### config.mk
export PLATFORM = sky130hd
export DESIGN_NAME = gtg_mul
export DESIGN_NICKNAME = d
export VERILOG_FILES = /design/src/hw/rtl/gtg_pkg.sv /design/src/hw/rtl/gtg_mul.sv
export SDC_FILE = /design/constraint.sdc
export NUM_CORES = 2
export LEC_CHECK = 0
export ABC_AREA = 1
export ABC_CLOCK_PERIOD_IN_PS = 11600
export BUFFER_PORTS_ARGS = -buffer_cell sky130_fd_sc_hd__clkbuf_2
export CORE_UTILIZATION = 30
export DETAILED_ROUTE_END_ITERATION = 6
export GPL_TIMING_DRIVEN = 1
export PLACE_DENSITY = 0.51
export SKIP_LAST_GASP = 1
export SLEW_MARGIN = 30
export SYNTH_ARGS = -nofsm -noshare
export SYNTH_HDL_FRONTEND = slang
export SYNTH_SLANG_ARGS = --single-unit
### constraint.sdc
create_clock -name clk_i -period 11.6 [get_ports clk_i]
set_clock_uncertainty 0.1 [all_clocks]
set_input_delay 0.58 -clock clk_i [delete_from_list [all_inputs] [get_ports clk_i]]
set_output_delay 0.58 -clock clk_i [all_outputs]
set_load 0.05 [all_outputs]
### src/hw/rtl/gtg_pkg.sv
// ----------------------------------------------------------------------------
// gtg_pkg
// Widths, register codes, sequencer states and the CORDIC angle table.
// ----------------------------------------------------------------------------
`default_nettype none

package gtg_pkg;

  // Field widths
  localparam int PosW  = 24;
  localparam int YawW  = 15;
  localparam int GainW = 16;
  localparam int LimW  = 19;
  localparam int TolW  = 16;
  localparam int LinW  = 19;
  localparam int AngW  = 20;

  // Datapath widths
  localparam int DiffW = PosW + 1;        // goal - pose
  localparam int MulW  = DiffW + 1;       // signed multiplier operand
  localparam int ProdW = 2 * MulW;
  localparam int RootW = DiffW;           // floor sqrt of dx^2 + dy^2
  localparam int SqW   = 2 * RootW;       // radicand
  localparam int SqrtIters  = RootW;
  localparam int SqrtTopBit = 2 * (RootW - 1);
  localparam int SqrtCntW   = $clog2(SqrtIters);

  // CORDIC
  localparam int CordicSteps = 16;
  localparam int TableLen    = 24;
  localparam int CordicIters = (CordicSteps < TableLen) ? CordicSteps : TableLen;
  localparam int StepW       = $clog2(TableLen);
  localparam int AngFrac     = 20;
  localparam int VecW        = DiffW + AngFrac + 3;
  localparam int ZW          = 24;
  localparam int HeadW       = ZW - 8;
  localparam int ErrW        = HeadW + 1;
  localparam logic signed [ZW-1:0] HalfPiZ = ZW'(1647099);
  localparam logic signed [ZW-1:0] ZRound  = ZW'(128);

  // Configuration port
  localparam int CfgIdxW  = 3;
  localparam int CfgDataW = PosW;

  typedef enum logic [CfgIdxW-1:0] {
    RegGoalX       = 3'd0,
    RegGoalY       = 3'd1,
    RegLinGain     = 3'd2,
    RegAngGain     = 3'd3,
    RegLinLimit    = 3'd4,
    RegAngLimit    = 3'd5,
    RegArriveTol   = 3'd6
  } cfg_reg_e;

  typedef enum logic [2:0] {
    StIdle,
    StSqX,
    StSqY,
    StRootStart,
    StRoot,
    StLin,
    StAng,
    StFin
  } state_e;

  // atan(2^-i) in units of 2^-20 rad
  function automatic logic signed [ZW-1:0] atan_entry(input logic [StepW-1:0] i);
    logic signed [ZW-1:0] v;
    case (i)
      5'd0:    v = ZW'(823550);
      5'd1:    v = ZW'(486170);
      5'd2:    v = ZW'(256879);
      5'd3:    v = ZW'(130396);
      5'd4:    v = ZW'(65451);
      5'd5:    v = ZW'(32757);
      5'd6:    v = ZW'(16383);
      5'd7:    v = ZW'(8192);
      5'd8:    v = ZW'(4096);
      5'd9:    v = ZW'(2048);
      5'd10:   v = ZW'(1024);
      5'd11:   v = ZW'(512);
      5'd12:   v = ZW'(256);
      5'd13:   v = ZW'(128);
      5'd14:   v = ZW'(64);
      5'd15:   v = ZW'(32);
      5'd16:   v = ZW'(16);
      5'd17:   v = ZW'(8);
      5'd18:   v = ZW'(4);
      5'd19:   v = ZW'(2);
      5'd20:   v = ZW'(1);
      default: v = '0;
    endcase
    return v;
  endfunction

endpackage

`default_nettype wire

### src/hw/rtl/gtg_mul.sv
// ----------------------------------------------------------------------------
// gtg_mul
// Shared signed multiplier with a registered product.
// ----------------------------------------------------------------------------
`default_nettype none

module gtg_mul (
  input  wire logic                              clk_i,
  input  wire logic signed [gtg_pkg::MulW-1:0]   a_i,
  input  wire logic signed [gtg_pkg::MulW-1:0]   b_i,
  output logic signed      [gtg_pkg::ProdW-1:0]  prod_o
);
  import gtg_pkg::*;

  logic signed [ProdW-1:0] prod_q;

  // Product register, no reset needed
  always_ff @(posedge clk_i) begin
    prod_q <= a_i * b_i;
  end

  assign prod_o = prod_q;

endmodule

`default_nettype wire

==> run summary <==
WORST SETUP PATH
---------------------------------------------------------------------------------
CP Capture Type ....................................................    flip-flop
Crit path DAT ......................................................      7470 ps
Data required, critical path .......................................     11700 ps
Critical Path Start ................................................       b_i[2]
Worst Path Max Fanout ..............................................           26
CP startpoint kind .................................................    input pin
Termination of the worst setup path ................................   prod_o[45]
Crit path kind .....................................................       in2reg

TIMING
---------------------------------------------------------------------------------
Hold Fails Final Rpt ...............................................            0
RSZ-0062 raised after global routing ...............................           no
Number of endpoints failing setup at the final stage ...............            0
Worst-margin pin slew ..............................................     877.1 ps
Slew Limit Headroom ................................................       41.53%
Final TNS setup ....................................................         0 ps
Final Max Slew Viols ...............................................            0
Min cycle time layout ..............................................      7370 ps
Fmax ...............................................................   0.1357 GHz
Ratio of final minimum period to clock period ......................       63.53%

CLOCKING
---------------------------------------------------------------------------------
CTS H-tree lvls ....................................................            2
Clock tree from TritonCTS ..........................................         done
CTS Buf Count ......................................................            5
Root buffer selected by CTS ........................................ sky130_fd_sc_hd__clkbuf_16
Number of cells upsized or downsized after cts .....................            0
Post-CTS Setup Bufs ................................................            0
Quantity of hold-fixing buffers added after cts ....................            0
Maximum count of clock buffers along a single path .................            2
Num Clock Sinks ....................................................           52
Clock slew seen by the registers of the worst setup and hold paths .        80 ps

ROUTE
---------------------------------------------------------------------------------
Via-per-instance ratio .............................................        4.391
1st-iter DRT viols .................................................          997
Antenna viol nets, final ...........................................            0
Count of vias placed by the detailed router ........................        20400
Drt drc ............................................................            0
Average wire per cell in the routed design ......................... 16.44 microns
Wire length reported by the detailed router ........................     76.35 mm
Count of TritonRoute iterations in the first routing pass ..........            5

GLOBAL ROUTE
---------------------------------------------------------------------------------
GR peak layer ......................................................         met2
GR Overflow Total ..................................................            0
Met2 track utilization from global routing .........................       33.04%
GRT Total Usage ....................................................       17.47%
GR Util met1 .......................................................       22.42%
Maximum number of pins on one net before global-route repair .......           28
Wire length of the first global-routing pass .......................     126.9 mm
Initial antenna violation count ....................................            4
Met3 track demand over resource ....................................      0.8427%
Vias in the first global route .....................................        22730

SYNTHESIS
---------------------------------------------------------------------------------
Main flop type after synthesis ..................................... sky130_fd_sc_hd__dfxtp_1
Library cell with the highest instance count after synthesis ....... sky130_fd_sc_hd__inv_1
Async SR Flop Fraction .............................................           0%
Count of flip-flops with a built-in enable after synthesis .........            0
Netlist cell types .................................................           34
Cell type contributing the most total cell area after synthesis .... sky130_fd_sc_hd__fa_1
Fraction of post-synthesis cell area in the top cell type by area ..       51.90%
Sequential share of the synthesized area ...........................       3.801%
Post-Synthesis Net Count ...........................................         4404
Ranking of synthesized cells by instance count ..................... 1139 x sky130_fd_sc_hd__inv_1, 958 x sky130_fd_sc_hd__nand2_1, 710 x sky130_fd_sc_hd__fa_1
Top area cells in the synthesized netlist .......................... sky130_fd_sc_hd__fa_1 52%, sky130_fd_sc_hd__inv_1 16%, sky130_fd_sc_hd__nand2_1 13%
Avg Synthesized Cell Area ..........................................  7.835 sq um
Total of warnings raised by yosys ..................................            0
Summed instance area of the synthesized netlist ....................  27390 sq um
Number of standard cells after synthesis ...........................         3495
Flip-flop and latch count after synthesis ..........................           52

DIE
---------------------------------------------------------------------------------
Placeable core region ..............................................  90150 sq um
Die Y .............................................................. 304.1 microns
Row count ..........................................................          110
Initial standard-cell utilization of the core ......................       30.38%
Die width .......................................................... 304.1 microns
Top-level I/O count ................................................          105
Die Outline Area ...................................................  92500 sq um

FINAL LAYOUT
---------------------------------------------------------------------------------
ANT cells ..........................................................            0
Net count of the finished layout ...................................         4377
Filler instances ...................................................         9744
Fraction of layout instances using a drive strength above 1 ........       4.728%
Max reg flops ......................................................           52
Area grow syn2layout ...............................................       6.173%

FLOW RUN
---------------------------------------------------------------------------------
Maximum Capacitance Violations .....................................            0

PLACED DESIGN
---------------------------------------------------------------------------------
HPWL Detailed ......................................................     65.75 mm
Number of buffers inserted by port buffering .......................          104
Last weighted congestion value of the routability-driven placer ....       0.9135

WORST HOLD PATH
---------------------------------------------------------------------------------
Hold Path Class ....................................................       in2reg
Critical hold path startpoint ......................................       b_i[0]

RUN STATUS
---------------------------------------------------------------------------------
Outcome ............................................................ complete, no violations

## how the worst min path moves through the flow
stage                 endpoint  depth (start not counted)
floorplan            prod_o[0]                          3
global placement    prod_o[29]                          1
detailed placement   prod_o[0]                          1
CTS                  prod_o[0]                          4
global route         prod_o[0]                          4
finish               prod_o[0]                          4
## critical path, stage by stage
cell and delay [ps]:
sky130_fd_sc_hd__clkbuf_2 500, sky130_fd_sc_hd__nand2_1 190, sky130_fd_sc_hd__inv_1 170, sky130_fd_sc_hd__fa_1 550, sky130_fd_sc_hd__fa_1 690, sky130_fd_sc_hd__inv_1 210, sky130_fd_sc_hd__fa_1 580, sky130_fd_sc_hd__inv_1 430
sky130_fd_sc_hd__fa_1 540, sky130_fd_sc_hd__fa_1 580, sky130_fd_sc_hd__fa_1 430, sky130_fd_sc_hd__fa_1 440, sky130_fd_sc_hd__ha_1 410, sky130_fd_sc_hd__nand2_1 100, sky130_fd_sc_hd__inv_1 80, sky130_fd_sc_hd__nand2_1 120
sky130_fd_sc_hd__nor2_1 240, sky130_fd_sc_hd__nand2_1 80, sky130_fd_sc_hd__inv_1 80, sky130_fd_sc_hd__nand4_1 220, sky130_fd_sc_hd__nand4_1 160, sky130_fd_sc_hd__nand2_1 60
## per-stage QoR
| step | hold slack [ps] | utilization (%) | instances | worst slack, ps | instance area [sq um] |
|---|---|---|---|---|---|
| floorplan | 781.5 | - | 3495 | 4769 | 27390 |
| finish | 659.6 | 32.25 | 4645 | 4230 | 29080 |
| global route | 713.0 | 32.25 | 4645 | 3732 | 29080 |
| CTS | 670.4 | 32.25 | 4645 | 4230 | 29080 |
| global placement | 976.1 | 32.08 | 4637 | 3965 | 28920 |
| detailed placement | 976.1 | 32.08 | 4637 | 3926 | 28920 |
## kinds of logic (layout without fill, tap and decap cells)
logic type / after synthesis / in the layout / share of synthesized area (%)
buf+inv: 1299 / 1273 / 17.81
simple gates: 1156 / 1156 / 16.75
fa+ha+maj: 856 / 856 / 58.57
compound gates: 96 / 96 / 1.914
flops: 52 / 52 / 3.801
xor+xnor: 36 / 36 / 1.151
## cells in the final DEF, fill, tap and decap left out, types with 19 or more instances in the layout
master	count
sky130_fd_sc_hd__nand4_1	19
sky130_fd_sc_hd__nand3_1	52
sky130_fd_sc_hd__xor2_1	28
sky130_fd_sc_hd__clkbuf_2	104
sky130_fd_sc_hd__dfxtp_1	52
sky130_fd_sc_hd__nand2_1	958
sky130_fd_sc_hd__nor2_1	82
sky130_fd_sc_hd__inv_1	1139
sky130_fd_sc_hd__a21oi_1	56
sky130_fd_sc_hd__ha_1	146
sky130_fd_sc_hd__fa_1	710
## area by class of cell
cell class	count	area [sq um]	area share, %
Clock buffer	5	125.1	0.4303
Clock inverter	3	27.53	0.09467
Inverter	1144	4294	14.77
Multi-Input combinational cell	2144	21470	73.84
Sequential cell	52	1041	3.580
Tap cell	1176	1471	5.061
Timing Repair Buffer	121	648.1	2.229
## metal layers
metal / part of all wire [%] / wire length [microns] / up-vias
met1: 42 / 32260 / 10480
met5: 0.067 / 51 / -
met2: 53 / 40770 / 340
met3: 3.0 / 2323 / 60
li1: - / - / 9507
met4: 1.2 / 942 / 8
Power is not shown: default switching activity piles up to over one toggle a cycle in this logic, so the estimate is an artifact.
