### config.mk
export PLATFORM = sky130hd
export DESIGN_NAME = gtg_cordic
export DESIGN_NICKNAME = d
export VERILOG_FILES = /design/src/hw/rtl/gtg_pkg.sv /design/src/hw/rtl/gtg_cordic.sv
export SDC_FILE = /design/constraint.sdc
export NUM_CORES = 1
export LEC_CHECK = 0
export BUFFER_PORTS_ARGS = -buffer_cell sky130_fd_sc_hd__buf_2
export CELL_PAD_IN_SITES_DETAIL_PLACEMENT = 1
export CELL_PAD_IN_SITES_GLOBAL_PLACEMENT = 1
export CORE_MARGIN = 5
export CORE_UTILIZATION = 46
export CTS_CLUSTER_DIAMETER = 60
export CTS_CLUSTER_SIZE = 10
export DETAILED_ROUTE_END_ITERATION = 16
export PLACE_DENSITY_LB_ADDON = 0.08
export SYNTH_ARGS = -nofsm -noshare
export SYNTH_HDL_FRONTEND = slang
export SYNTH_SLANG_ARGS = --single-unit
### constraint.sdc
create_clock -name clk_i -period 6.4 [get_ports clk_i]
set_clock_uncertainty 0.1 [all_clocks]
set_input_delay 0.96 -clock clk_i [delete_from_list [all_inputs] [get_ports clk_i]]
set_output_delay 0.96 -clock clk_i [all_outputs]
set_load 0.005 [all_outputs]
### src/hw/rtl/gtg_pkg.sv
// ----------------------------------------------------------------------------
// gtg_pkg
// Widths, register codes, sequencer states and the CORDIC angle table.
// ----------------------------------------------------------------------------
`default_nettype none

package gtg_pkg;

  // Field widths
  localparam int PosW  = 24;
  localparam int YawW  = 15;
  localparam int GainW = 16;
  localparam int LimW  = 19;
  localparam int TolW  = 16;
  localparam int LinW  = 19;
  localparam int AngW  = 20;

  // Datapath widths
  localparam int DiffW = PosW + 1;        // goal - pose
  localparam int MulW  = DiffW + 1;       // signed multiplier operand
  localparam int ProdW = 2 * MulW;
  localparam int RootW = DiffW;           // floor sqrt of dx^2 + dy^2
  localparam int SqW   = 2 * RootW;       // radicand
  localparam int SqrtIters  = RootW;
  localparam int SqrtTopBit = 2 * (RootW - 1);
  localparam int SqrtCntW   = $clog2(SqrtIters);

  // CORDIC
  localparam int CordicSteps = 16;
  localparam int TableLen    = 24;
  localparam int CordicIters = (CordicSteps < TableLen) ? CordicSteps : TableLen;
  localparam int StepW       = $clog2(TableLen);
  localparam int AngFrac     = 20;
  localparam int VecW        = DiffW + AngFrac + 3;
  localparam int ZW          = 24;
  localparam int HeadW       = ZW - 8;
  localparam int ErrW        = HeadW + 1;
  localparam logic signed [ZW-1:0] HalfPiZ = ZW'(1647099);
  localparam logic signed [ZW-1:0] ZRound  = ZW'(128);

  // Configuration port
  localparam int CfgIdxW  = 3;
  localparam int CfgDataW = PosW;

  typedef enum logic [CfgIdxW-1:0] {
    RegGoalX       = 3'd0,
    RegGoalY       = 3'd1,
    RegLinGain     = 3'd2,
    RegAngGain     = 3'd3,
    RegLinLimit    = 3'd4,
    RegAngLimit    = 3'd5,
    RegArriveTol   = 3'd6
  } cfg_reg_e;

  typedef enum logic [2:0] {
    StIdle,
    StSqX,
    StSqY,
    StRootStart,
    StRoot,
    StLin,
    StAng,
    StFin
  } state_e;

  // atan(2^-i) in units of 2^-20 rad
  function automatic logic signed [ZW-1:0] atan_entry(input logic [StepW-1:0] i);
    logic signed [ZW-1:0] v;
    case (i)
      5'd0:    v = ZW'(823550);
      5'd1:    v = ZW'(486170);
      5'd2:    v = ZW'(256879);
      5'd3:    v = ZW'(130396);
      5'd4:    v = ZW'(65451);
      5'd5:    v = ZW'(32757);
      5'd6:    v = ZW'(16383);
      5'd7:    v = ZW'(8192);
      5'd8:    v = ZW'(4096);
      5'd9:    v = ZW'(2048);
      5'd10:   v = ZW'(1024);
      5'd11:   v = ZW'(512);
      5'd12:   v = ZW'(256);
      5'd13:   v = ZW'(128);
      5'd14:   v = ZW'(64);
      5'd15:   v = ZW'(32);
      5'd16:   v = ZW'(16);
      5'd17:   v = ZW'(8);
      5'd18:   v = ZW'(4);
      5'd19:   v = ZW'(2);
      5'd20:   v = ZW'(1);
      default: v = '0;
    endcase
    return v;
  endfunction

endpackage

`default_nettype wire

### src/hw/rtl/gtg_cordic.sv
// ----------------------------------------------------------------------------
// gtg_cordic
// Iterative CORDIC vectoring unit giving atan2(dy, dx) in Q4.12.
// ----------------------------------------------------------------------------
`default_nettype none

module gtg_cordic (
  input  wire logic                              clk_i,
  input  wire logic                              rst_ni,
  input  wire logic                              start_i,
  input  wire logic signed [gtg_pkg::DiffW-1:0]  dx_i,
  input  wire logic signed [gtg_pkg::DiffW-1:0]  dy_i,
  output logic                                   busy_o,
  output logic signed      [gtg_pkg::HeadW-1:0]  heading_o
);
  import gtg_pkg::*;

  localparam int PadW = VecW - DiffW - AngFrac;

  logic signed [VecW-1:0] x_q, x_d, y_q, y_d;
  logic signed [VecW-1:0] xs, ys, xsh, ysh;
  logic signed [ZW-1:0]   z_q, z_d, z_rnd, step_ang;
  logic [StepW-1:0]       iter_q, iter_d;
  logic                   busy_q, busy_d;

  // Scaled start vector and one micro-rotation per cycle
  always_comb begin
    xs       = {{PadW{dx_i[DiffW-1]}}, dx_i, {AngFrac{1'b0}}};
    ys       = {{PadW{dy_i[DiffW-1]}}, dy_i, {AngFrac{1'b0}}};
    xsh      = x_q >>> iter_q;
    ysh      = y_q >>> iter_q;
    step_ang = atan_entry(iter_q);
    x_d      = x_q;
    y_d      = y_q;
    z_d      = z_q;
    iter_d   = iter_q;
    busy_d   = busy_q;
    if (start_i) begin
      iter_d = '0;
      busy_d = 1'b1;
      if (xs[VecW-1]) begin
        // left half plane: pre-rotate by a quarter turn
        if (!ys[VecW-1]) begin
          x_d = ys;
          y_d = -xs;
          z_d = HalfPiZ;
        end else begin
          x_d = -ys;
          y_d = xs;
          z_d = -HalfPiZ;
        end
      end else begin
        x_d = xs;
        y_d = ys;
        z_d = '0;
      end
    end else if (busy_q) begin
      if (!y_q[VecW-1]) begin
        x_d = x_q + ysh;
        y_d = y_q - xsh;
        z_d = z_q + step_ang;
      end else begin
        x_d = x_q - ysh;
        y_d = y_q + xsh;
        z_d = z_q - step_ang;
      end
      iter_d = iter_q + StepW'(1);
      if (iter_q == StepW'(CordicIters - 1)) begin
        busy_d = 1'b0;
      end
    end
  end

  // Control state
  always_ff @(posedge clk_i or negedge rst_ni) begin
    if (!rst_ni) begin
      busy_q <= 1'b0;
      iter_q <= '0;
    end else begin
      busy_q <= busy_d;
      iter_q <= iter_d;
    end
  end

  // Vector and angle registers
  always_ff @(posedge clk_i) begin
    x_q <= x_d;
    y_q <= y_d;
    z_q <= z_d;
  end

  // Round half up from 2^-20 to 2^-12 rad
  assign z_rnd     = z_q + ZRound;
  assign heading_o = z_rnd[ZW-1:8];
  assign busy_o    = busy_q;

endmodule

`default_nettype wire

==> results by group <==
Status
  – Status: finished clean

Critical path
  – RR Startpoint: iter_q[1]
  – Startpoint types: flop
  – Worst Setup SP: iter_q[1]
  – Required time of the worst setup path: 6540 ps
  – Worst path arrival time: 6520 ps
  – Setup CP Type: flop to flop
  – R2r worst-path depth: 23
  – Critical Path End Type: flop
  – Critical-path maximum fanout: 8

STA
  – Final Critical Period: 6370 ps
  – Worst hold slack: 229 ps
  – Fin crit share: 99.6%
  – RSZ-0062 raised after global routing: true
  – Final TNS setup: 0 ps
  – Least-Margin Pin Slew: 1050 ps
  – Final setup violating endpoints: 0
  – Hold Vio Cnt, Final: 0
  – Max-slew headroom: 30.3%
  – Highest Clock Rate: 0.157 GHz
  – Fin. max-slew vios: 0

Synth
  – Yosys Warn Count: 0
  – Syn avg cell area: 8.54 sq um
  – Post-Syn Instances: 2652
  – Sequential element share of the synthesized area: 16.6%
  – Syn_nets: 2849
  – Mapped Area: 0.0227 sq mm
  – Post-synth EDFFs: 120
  – Async set-reset flop share out of synthesis: 4.76%
  – Ys flop type: edfxtp_1
  – Post-synth cell types: 97
  – #FFs+latches synth: 126

CTS
  – CTS tree: done
  – CTS buffer count: 17
  – Post-CTS Hold Fix Bufs: 0
  – Clock root buffer: clkbuf_16
  – Worst skew pair latency: 510 ps
  – CTS Sinks: 126
  – Clk slew on worst S/H paths: 80 ps
  – CTS H-tree depth: 4
  – Worst-case clock buffer depth: 2

Finish
  – Layout Cells excl Fill: 3728
  – Layout cells sized above 1: 29.6%
  – # fillers: 5787
  – Final core occ: 57.4%
  – Fin nets: 3247
  – Most frequent cells in the layout: 462 x buf_4, 242 x nor2_1, 223 x nand2_1
  – Area Overhead vs Synth: 23.7%
  – Commonest non-fill, non-tap cell in the layout: buf_4

GRT
  – GRT Residual Overflow: 0
  – Initial antenna violation count: 7
  – Vias in the first global route: 25200
  – Overall global routing resource usage: 37.6%
  – Global-route wire length before repair: 155000 um
  – Largest net degree at the start of global routing: 87

Drt
  – WL final: 106000 um
  – ANT nets after route: 0
  – Via count: 25100
  – Drc violations: 0
  – DRT iter0 DRCs: 2795
  – Avg WL per Cell: 28.5 um
  – Drt pass-1 iters: 5
  – Vias/cell: 6.74

Floorplan
  – IO Pins: 70
  – Die width: 232 um
  – Core Area: 0.0488 sq mm
  – Cell row count: 81
  – Full die area: 0.0538 sq mm
  – Chip height: 232 um
  – Starting Density: 46.4%

Placed design
  – Gpl congestion: 1.08
  – Placed insts: 3648
  – Final HPWL DP: 82400 um
  – IO buf count: 69

Job
  – Max cap viols: 0

Worst hold path
  – HP Class: primary input to asynchronous set/reset pin
## worst paths after layout
path,to,slack (ps)
min,iter_q[2],230
max in group asynchronous,iter_q[3],5700
min reg2reg,iter_q[4],610
max,x_q[37],30
max reg2reg,x_q[37],30
min in group clk_i,iter_q[4],610
## state kept, by name (all words and copies together) (netlist names)
signal  count
x_q        48
y_q        48
z_q        24
iter_q      5
busy_o      1
## cell usage after synthesis, types with 9 or more instances
cell type  number  share of area (%)
nand4_1        26               0.72
o21a_1         15               0.50
a21oi_1       202                4.5
and3_1         24               0.66
nand3_1        63                1.4
nor4_1         10               0.28
nand2b_1       28               0.77
buf_2          38               0.84
o21ai_0       172                3.8
a22oi_1        13               0.43
buf_1          18               0.30
nor2b_1        39                1.1
buf_4          10               0.33
a211oi_1       25               0.83
mux2_1         10               0.50
mux2_2         43                2.1
a221oi_1       13               0.50
xor2_1        109                4.2
o31ai_1        19               0.63
mux4_2        144                 14
a21o_1         80                2.7
mux2i_1        86                3.8
ha_1          141                7.8
o21bai_1       12               0.40
and2_1         24               0.66
inv_1          60               0.99
o21ai_1        19               0.42
o211ai_1       54                1.8
clkbuf_1       95                1.6
nor2_1        248                4.1
a22o_1          9               0.35
edfxtp_1      120                 16
xnor2_1       145                5.6
nand2_1       225                3.7
nor3_1         38               0.84
or3_1          22               0.61
a31oi_1        44                1.2
o22ai_1        21               0.58
a31o_2         10               0.39
buf_6          10               0.50
## layout make-up
type                    count  area, sq um  area share, %
multi-input cells        2287        18300           65.3
repair buffers            553         4290           15.3
flip-flops and latches    126         3770           13.5
well taps                 664          831           2.96
clock buffers              17          425           1.52
inverters                  65          244          0.871
clock inverters            15          160          0.571
diodes                      1         2.50        0.00893
## layer usage
metal  wire length, um  share of wire [%]  global-route usage (%)  up-vias
li1                  -                  -                       -    10900
met1             41400                 39                    47.4    12400
met2             48200                 45                    60.7     1478
met3             10100                9.5                    8.25      365
met4              6520                6.1                    19.2        4
met5                29              0.027                       0        -
## cell families after synthesis
| family | synth area share (%) |
|---|---|
| AOI/OAI and AO/OA | 23.2 |
| xor gates and xnor gates | 9.82 |
| adders and majority gates | 8.05 |
| buffers and inverters | 4.77 |
| DFF | 16.6 |
| muxes | 20.8 |
| and+or+nand+nor | 16.8 |
## worst max-delay path: stages, from the launching register on
cell and delay (ps):
dfrtp_4 510, buf_12 170, buf_12 170, mux4_2 590, mux4_2 530, o221ai_2 190
a21bo_4 270, nor3b_4 300, nand2_2 110, o41a_1 440, xnor2_2 180, ha_1 340
buf_4 150, nand4_1 140, buf_4 180, o31a_1 290, o21ai_2 100, a311oi_2 140
buf_4 170, nor3_1 240, nor2_1 100, o21ai_0 400, a2111o_1 230, nand3_1 90
## what timing repair did
action	in CTS	in global routing
gates resized for setup	24	106
pin swaps	6	37
setup endpoints to repair	27	36
setup buffers	7	35
cloned	2	3
## per-stage QoR
step                      setup slack [ps]  cell area, sq um
after global routing                  -162             28000
after CTS                             5.13             27300
after global placement                -109             26400
after detailed placement              -309             26400
after floorplan                       82.6             22700
final                                 25.0             28000
Power is left out: the tool's default activity adds up to more than one toggle a clock period on the data nets, which glitch-free logic cannot reach.
