`src/hw/rtl/gtg_pkg.sv`:
```
// ----------------------------------------------------------------------------
// gtg_pkg
// Widths, register codes, sequencer states and the CORDIC angle table.
// ----------------------------------------------------------------------------
`default_nettype none

package gtg_pkg;

  // Field widths
  localparam int PosW  = 24;
  localparam int YawW  = 15;
  localparam int GainW = 16;
  localparam int LimW  = 19;
  localparam int TolW  = 16;
  localparam int LinW  = 19;
  localparam int AngW  = 20;

  // Datapath widths
  localparam int DiffW = PosW + 1;        // goal - pose
  localparam int MulW  = DiffW + 1;       // signed multiplier operand
  localparam int ProdW = 2 * MulW;
  localparam int RootW = DiffW;           // floor sqrt of dx^2 + dy^2
  localparam int SqW   = 2 * RootW;       // radicand
  localparam int SqrtIters  = RootW;
  localparam int SqrtTopBit = 2 * (RootW - 1);
  localparam int SqrtCntW   = $clog2(SqrtIters);

  // CORDIC
  localparam int CordicSteps = 16;
  localparam int TableLen    = 24;
  localparam int CordicIters = (CordicSteps < TableLen) ? CordicSteps : TableLen;
  localparam int StepW       = $clog2(TableLen);
  localparam int AngFrac     = 20;
  localparam int VecW        = DiffW + AngFrac + 3;
  localparam int ZW          = 24;
  localparam int HeadW       = ZW - 8;
  localparam int ErrW        = HeadW + 1;
  localparam logic signed [ZW-1:0] HalfPiZ = ZW'(1647099);
  localparam logic signed [ZW-1:0] ZRound  = ZW'(128);

  // Configuration port
  localparam int CfgIdxW  = 3;
  localparam int CfgDataW = PosW;

  typedef enum logic [CfgIdxW-1:0] {
    RegGoalX       = 3'd0,
    RegGoalY       = 3'd1,
    RegLinGain     = 3'd2,
    RegAngGain     = 3'd3,
    RegLinLimit    = 3'd4,
    RegAngLimit    = 3'd5,
    RegArriveTol   = 3'd6
  } cfg_reg_e;

  typedef enum logic [2:0] {
    StIdle,
    StSqX,
    StSqY,
    StRootStart,
    StRoot,
    StLin,
    StAng,
    StFin
  } state_e;

  // atan(2^-i) in units of 2^-20 rad
  function automatic logic signed [ZW-1:0] atan_entry(input logic [StepW-1:0] i);
    logic signed [ZW-1:0] v;
    case (i)
      5'd0:    v = ZW'(823550);
      5'd1:    v = ZW'(486170);
      5'd2:    v = ZW'(256879);
      5'd3:    v = ZW'(130396);
      5'd4:    v = ZW'(65451);
      5'd5:    v = ZW'(32757);
      5'd6:    v = ZW'(16383);
      5'd7:    v = ZW'(8192);
      5'd8:    v = ZW'(4096);
      5'd9:    v = ZW'(2048);
      5'd10:   v = ZW'(1024);
      5'd11:   v = ZW'(512);
      5'd12:   v = ZW'(256);
      5'd13:   v = ZW'(128);
      5'd14:   v = ZW'(64);
      5'd15:   v = ZW'(32);
      5'd16:   v = ZW'(16);
      5'd17:   v = ZW'(8);
      5'd18:   v = ZW'(4);
      5'd19:   v = ZW'(2);
      5'd20:   v = ZW'(1);
      default: v = '0;
    endcase
    return v;
  endfunction

endpackage

`default_nettype wire

```
`src/hw/rtl/gtg_sqrt.sv`:
```
// ----------------------------------------------------------------------------
// gtg_sqrt
// Iterative floor square root, one result bit per cycle.
// ----------------------------------------------------------------------------
`default_nettype none

module gtg_sqrt (
  input  wire logic                          clk_i,
  input  wire logic                          rst_ni,
  input  wire logic                          start_i,
  input  wire logic [gtg_pkg::SqW-1:0]       radicand_i,
  output logic                               busy_o,
  output logic      [gtg_pkg::RootW-1:0]     root_o
);
  import gtg_pkg::*;

  logic [SqW-1:0]      rem_q, rem_d;
  logic [SqW-1:0]      root_q, root_d;
  logic [SqW-1:0]      bit_q, bit_d;
  logic [SqrtCntW-1:0] cnt_q, cnt_d;
  logic                busy_q, busy_d;
  logic [SqW:0]        trial;

  // One restoring step per cycle
  always_comb begin
    trial  = {1'b0, root_q} + {1'b0, bit_q};
    rem_d  = rem_q;
    root_d = root_q;
    bit_d  = bit_q;
    cnt_d  = cnt_q;
    busy_d = busy_q;
    if (start_i) begin
      rem_d  = radicand_i;
      root_d = '0;
      bit_d  = SqW'(1) << SqrtTopBit;
      cnt_d  = '0;
      busy_d = 1'b1;
    end else if (busy_q) begin
      if ({1'b0, rem_q} >= trial) begin
        rem_d  = rem_q - trial[SqW-1:0];
        root_d = (root_q >> 1) + bit_q;
      end else begin
        root_d = root_q >> 1;
      end
      bit_d = bit_q >> 2;
      cnt_d = cnt_q + SqrtCntW'(1);
      if (cnt_q == SqrtCntW'(SqrtIters - 1)) begin
        busy_d = 1'b0;
      end
    end
  end

  // Control state
  always_ff @(posedge clk_i or negedge rst_ni) begin
    if (!rst_ni) begin
      busy_q <= 1'b0;
      cnt_q  <= '0;
    end else begin
      busy_q <= busy_d;
      cnt_q  <= cnt_d;
    end
  end

  // Datapath
  always_ff @(posedge clk_i) begin
    rem_q  <= rem_d;
    root_q <= root_d;
    bit_q  <= bit_d;
  end

  assign busy_o = busy_q;
  assign root_o = root_q[RootW-1:0];

endmodule

`default_nettype wire

```
`config.mk`:
```
export PLATFORM = sky130hd
export DESIGN_NAME = gtg_sqrt
export DESIGN_NICKNAME = d
export VERILOG_FILES = /design/src/hw/rtl/gtg_pkg.sv /design/src/hw/rtl/gtg_sqrt.sv
export SDC_FILE = /design/constraint.sdc
export NUM_CORES = 1
export LEC_CHECK = 0
export BUFFER_PORTS_ARGS = -buffer_cell sky130_fd_sc_hd__buf_2
export CELL_PAD_IN_SITES_DETAIL_PLACEMENT = 2
export CELL_PAD_IN_SITES_GLOBAL_PLACEMENT = 2
export CORE_ASPECT_RATIO = 0.9
export CORE_MARGIN = 2
export CORE_UTILIZATION = 41
export DETAILED_ROUTE_END_ITERATION = 10
export PLACE_DENSITY_LB_ADDON = 0.1
export REMOVE_ABC_BUFFERS = 1
export SYNTH_ARGS = -nofsm -noshare
export SYNTH_HDL_FRONTEND = slang
export SYNTH_SLANG_ARGS = --single-unit
export TNS_END_PERCENT = 20
```
`constraint.sdc`:
```
create_clock -name clk_i -period 10.2 [get_ports clk_i]
set_clock_uncertainty 0.1 [all_clocks]
set_input_delay 1.02 -clock clk_i [delete_from_list [all_inputs] [get_ports clk_i]]
set_output_delay 1.02 -clock clk_i [all_outputs]
set_load 0.05 [all_outputs]
```
==> results.py, run 1 <==
metrics = {
    "power": {
        "p_clk_share_pct": 18.7,
        "intPower_mw": 1.846,
        "combPwrFrac_pct": 57.7,
        "total_leakage_power_nw": 5.405,
        "switching_share_pct": 47.12,
        "power.total_mw": 3.490,
        "sequentialPowerShare_pct": 23.7,
        "max-vdd-ir-drop_uv": 151.6,
        "power_density_nw_per_um2": 266.0,
        "power.switching_mw": 1.644,
    },
    "global_routing": {
        "first_global_vias": 12520,
        "grt_max_degree": 74,
        "grt.overflow.total": 0,
        "antenna_found_initial": 0,
        "grt_usage_pct": 29.51,
        "grt_pass1_wl_microns": 71590,
    },
    "drt": {
        "route.top_layer_used": "met4",
        "antenna_left": 0,
        "drc": 0,
        "wl_per_cell_microns": 23.41,
        "wl_met1_microns": 22190,
        "avgViaCountPerCell": 6.156,
        "drtIter0Drc": 692,
        "wl_met3_microns": 1657,
        "firstDrtPassIters": 5,
        "drt_wl_total_microns": 44950,
        "wl_met2_microns": 20470,
        "vias": 11820,
    },
    "synth": {
        "yosys-top-cells-area": "dfxtp_1, edfxtp_1, ha_1",
        "yosysMostFrequentCell": "nor2_1",
        "synth_top_area_share_pct": 12.37,
        "netlist_instances": 1512,
        "synth_cell_types": 85,
        "synth_seq_cells": 131,
        "ys_warn_count": 0,
        "netlist_area_sq_um": 12140,
        "yosys.area.top_type": "dfxtp_1",
        "yosys-top-cells-count": "nor2_1, nand2_1, ha_1",
        "yosys_most_used_dff": "dfxtp_1",
        "syn_avg_cell_area_sq_um": 8.030,
        "yosysSeqAreaShare_pct": 25.97,
        "synth-edff-count": 50,
        "async_flop_share_pct": 4.580,
    },
    "sta": {
        "fmax_mhz": 143.4,
        "layout_setup_ws_ns": 3.227,
        "final_max_slew_viol_count": 0,
        "worst_pin_slew_ns": 0.8234,
        "holdWs_ns": 0.2916,
        "rsz0062_at_grt": "false",
        "slew_headroom_pct": 45.10,
        "timing.final.crit_share_pct": 68.36,
        "fin_crit_ns": 6.973,
        "setup_viol": 0,
        "finalHoldViolCount": 0,
        "setup-tns-final_ns": 0,
    },
    "placement": {
        "dp.final_hpwl_microns": 33330,
        "preCtsSetupSlack_ns": 3.217,
        "io_buffers": 78,
        "gp_congestion": 0.8939,
    },
    "cts": {
        "cts_inserted_buffers": 17,
        "clk_latency_ns": 0.45,
        "clock_sinks": 131,
        "cts_resized": 0,
        "cts_tree": "done",
        "cts_buffer_depth": 2,
        "postCtsHoldBufs": 0,
        "root_buffer": "clkbuf_16",
        "htreeDepth": 4,
        "post_cts_buffers": 0,
        "clkTransAtPathRegs_ns": 0.06,
    },
    "critical_path": {
        "worstPathMaxFanout": 50,
        "start_kind": "flop",
        "worst_r2r_endpoint": "rem_q[20]",
        "cp.required_ns": 10.17,
        "max_stage_delay_ns": 0.59,
        "end_kind": "flop",
        "r2r_slack_ns": 3.23,
        "cp_cell_sequence": "ha_1 -> a31oi_1 -> and4bb_2 -> o21ai_0 -> nand4_1 -> a21oi_1 -> a21oi_1 -> o21bai_1 -> nor4bb_1 -> nor3_1 -> ha_1 -> nand4_1 -> or2_1 -> nor4_1 -> nand3_1 -> a21oi_4 -> buf_4 -> nand2_1 -> nand2_2 -> buf_4",
        "rr_startpoint": "root_q[20]",
        "crit_path_top_delay_cell": "buf_4",
        "crit_type": "reg2reg",
        "arrival_ns": 6.95,
        "r2r_cells": 20,
    },
    "floorplan": {
        "start_util_pct": 41.85,
        "core_sq_um": 29010,
        "die_area_sq_um": 31010,
        "pin_count": 79,
        "die_x_microns": 185.4,
        "die_h_microns": 167.3,
        "row_count": 59,
    },
    "worst_hold_path": {
        "min_path_type": "in2async",
    },
    "finish": {
        "antenna_cells": 0,
        "fin_nets": 1669,
        "syn2layout_area_growth_pct": 8.038,
        "drive_gt1_share_pct": 10.43,
    },
    "run": {
        "maxCapViolCount": 0,
    },
    "run_status": {
        "status": "complete, no violations",
    },
}
==> area by class of cell <==
| cell class | instances | area (sq um) |
|---|---|---|
| fillers | 3323 | 15890 |
| clock buffers | 25 | 538.0 |
| repair buffers | 84 | 441.7 |
| multi-input cells | 1236 | 8267 |
| clock inverters | 7 | 65.06 |
| inverters | 41 | 153.9 |
| flip-flops and latches | 131 | 3157 |
| well taps | 396 | 495.5 |
==> registers in the layout (all words and copies together) (netlist names) <==
register  cells
rem_q        50
root_q       50
cnt_q         5
busy_o        1
bit_q        25
==> metal layers <==
metal	track usage (%)	up-vias
li1	-	5552
met2	47.23	214
met1	41.74	6014
met5	0	-
met3	4.241	40
met4	7.005	0
==> placed cells by master (no fill, tap or decap), types with 46 or more instances in the layout <==
| cell | count |
|---|---|
| ha_1 | 104 |
| a31oi_1 | 47 |
| nor2_1 | 177 |
| o21ai_0 | 95 |
| mux2i_1 | 46 |
| buf_2 | 77 |
| nand2_1 | 155 |
| xnor2_1 | 56 |
| a21oi_1 | 98 |
| xor2_1 | 51 |
| edfxtp_1 | 50 |
| dfxtp_1 | 75 |
==> critical path: cells and delay by family, from the launching register on <==
kind,cells,cell delay [ns]
simple gates,10,2.49
flops,1,0.42
buf+inv,2,1.05
fa+ha+maj,2,0.85
compound gates,6,1.65
==> kinds of logic after synthesis <==
kind of cell / after synthesis / synth area share, %
simple gates: 499 / 18.76
compound gates: 467 / 25.74
buf+inv: 145 / 6.029
flops: 131 / 25.97
xor+xnor: 107 / 7.718
fa+ha+maj: 105 / 10.88
mux: 58 / 4.905
==> worst max path at each step <==
stage / endpoint / slack, ns / startpoint
6_report: rem_q[20] / 3.23 / root_q[20]
5_1_grt: rem_q[21] / 2.61 / root_q[8]
4_1_cts: rem_q[22] / 3.20 / root_q[8]
3_5_place_dp: rem_q[5] / 3.22 / root_q[8]
3_3_place_gp: rem_q[5] / 3.49 / root_q[8]
2_1_floorplan: rem_q[0] / 3.14 / root_q[8]
==> power by group through the flow <==
stage	combinational [mW]	clock, mW	sequential [mW]
final	2.01	0.651	0.826
after global routing	2.20	0.680	0.839
after CTS	1.99	0.658	0.822
after detailed placement	1.94	0	0.832
after global placement	1.86	0	0.825
after floorplan	1.38	0	0.810
==> per-stage QoR <==
stage          utilization (%)  cells  instance area (sq um)
6_report                 45.21   1920                  13120
5_1_grt                  45.21   1920                  13120
4_1_cts                  45.21   1920                  13120
3_5_place_dp             43.14   1888                  12510
3_3_place_gp             43.14   1888                  12510
2_1_floorplan                -   1408                  11560
Note: power is estimated with default switching activity, not from simulation.
==> inputs of run 2 (changes only) <==
Settings changed: CORE_UTILIZATION 41 to 38.
Clock period 10.2 ns to 7.1 ns, I/O delays scaled along.
==> run 2 against run 1 <==
Non-clock buffer count rose by 8. Via count is 2.6% lower. Register-to-register slack got worse by 2.4 ns. Largest cell class unchanged.
==> results.py, run 2 (same netlist as run 1, synthesis figures left out) <==
metrics = {
    "global_routing": {
        "antenna_found_initial": 0,
        "grt_max_degree": 103,
        "grt_pass1_wl_microns": 70140,
        "grt.overflow.total": 0,
        "grt_usage_pct": 27.00,
        "first_global_vias": 12200,
    },
    "drt": {
        "vias": 11510,
        "avgViaCountPerCell": 5.908,
        "drc": 0,
        "wl_per_cell_microns": 22.47,
        "drt_wl_total_microns": 43780,
        "antenna_left": 0,
        "drtIter0Drc": 568,
        "firstDrtPassIters": 4,
    },
    "run_status": {
        "status": "complete, no violations",
    },
    "power": {
        "power.total_mw": 4.964,
        "power_density_nw_per_um2": 374.9,
        "max-vdd-ir-drop_uv": 240.8,
        "total_leakage_power_nw": 5.451,
    },
    "critical_path": {
        "r2r_slack_ns": 0.86,
        "cp.required_ns": 7.36,
        "worstPathMaxFanout": 22,
        "crit_type": "reg2reg",
        "arrival_ns": 6.50,
        "start_kind": "flop",
        "end_kind": "flop",
    },
    "cts": {
        "clock_sinks": 131,
        "htreeDepth": 4,
        "cts_resized": 0,
        "cts_tree": "done",
        "post_cts_buffers": 0,
        "clkTransAtPathRegs_ns": 0.07,
        "root_buffer": "clkbuf_16",
        "cts_inserted_buffers": 17,
        "cts_buffer_depth": 2,
        "clk_latency_ns": 0.46,
    },
    "finish": {
        "fill_cells": 3630,
        "final_cell_mix": "nor2_1, nand2_1, ha_1",
        "multi_input_area_sq_um": 8267,
        "drive_gt1_share_pct": 10.97,
        "fin_nets": 1677,
        "ff_latch_area_sq_um": 3157,
        "layout_commonest_cell": "nor2_1",
        "syn2layout_area_growth_pct": 9.048,
        "antenna_cells": 0,
        "reg.largest.list": "rem_q (50), root_q (50), bit_q (25)",
    },
    "floorplan": {
        "pin_count": 79,
        "die_h_microns": 173.6,
        "row_count": 62,
        "core_sq_um": 31650,
        "die_x_microns": 192.4,
        "die_area_sq_um": 33400,
        "start_util_pct": 38.36,
    },
    "sta": {
        "worst_pin_slew_ns": 0.8722,
        "setup-tns-final_ns": 0,
        "timing.final.crit_share_pct": 87.87,
        "fin_crit_ns": 6.239,
        "rsz0062_at_grt": "false",
        "finalHoldViolCount": 0,
        "slew_headroom_pct": 41.85,
        "final_max_slew_viol_count": 0,
        "setup_viol": 0,
        "fmax_mhz": 160.3,
    },
    "placement": {
        "dp.final_hpwl_microns": 33100,
        "io_buffers": 78,
        "gp_congestion": 0.8372,
    },
    "worst_hold_path": {
        "min_path_type": "reg2reg",
    },
    "run": {
        "maxCapViolCount": 0,
    },
}
==> run 2: per-layer routing <==
layer | global-route usage (%) | up-vias | wire (microns)
met5 | 0 | - | 0
met3 | 3.300 | 34 | 1133
met4 | 6.075 | 0 | 612
li1 | - | 5568 | -
met1 | 39.95 | 5772 | 22490
met2 | 41.71 | 134 | 19540
==> run 2: metrics by stage <==
stage | worst slack [ns] | hold slack (ns) | cell area, sq um | util (%) | std cells
2_1_floorplan | 0.03757 | 0.3144 | 11560 | - | 1408
3_3_place_gp | 1.065 | 0.3915 | 12620 | 39.86 | 1915
3_5_place_dp | 0.8818 | 0.4168 | 12620 | 39.86 | 1915
4_1_cts | 0.8630 | 0.4186 | 13240 | 41.83 | 1948
5_1_grt | 0.3036 | 0.4430 | 13240 | 41.83 | 1948
6_report | 0.8612 | 0.4224 | 13240 | 41.83 | 1948
==> run 2: worst max-delay path, cell delays in order, from the launching register on <==
cell and delay [ns]:
dfxtp_1 0.39, ha_1 0.43, and4_1 0.28, nand4_1 0.17, nand4b_1 0.18, nand4_1 0.17, a21oi_1 0.47, a21oi_1 0.23
o21bai_1 0.34, nor4bb_1 0.33, nor3_1 0.10, ha_1 0.45, nand4_1 0.18, or2_1 0.30, nor4_1 0.37, and3_1 0.47
o21ai_4 0.26, buf_4 0.28, or3_1 0.36, a311oi_1 0.26
==> run 2: worst paths after layout <==
path                           start          to  depth (start not counted)
max                        root_q[8]  root_q[13]                         19
max reg2reg                root_q[8]  root_q[13]                         19
max in group asynchronous     rst_ni      busy_o                          2
min in group asynchronous     rst_ni    cnt_q[0]                          2
min reg2reg                bit_q[48]   bit_q[48]                          2
min                        bit_q[48]   bit_q[48]                          2
==> run 2: report_power, final <==
| group | internal, mW | leakage, nW | switching, mW |
|---|---|---|---|
| logic | 1.06 | 3.95 | 1.76 |
| clock network | 0.548 | 0.296 | 0.412 |
| registers | 1.05 | 1.21 | 0.129 |
==> run 2: cell type report <==
type | count | share of cell area [%]
clock buffers | 18 | 3.402
clock inverters | 14 | 1.229
inverters | 41 | 1.162
multi-input cells | 1236 | 62.44
flip-flops and latches | 131 | 23.84
well taps | 416 | 3.931
repair buffers | 92 | 3.997
==> run 2: what timing repair did <==
item | in CTS | in global routing
setup endpoints to repair | 0 | 0
hold buffers | 1 | 0
endpoints found under the hold margin | 6 | 0
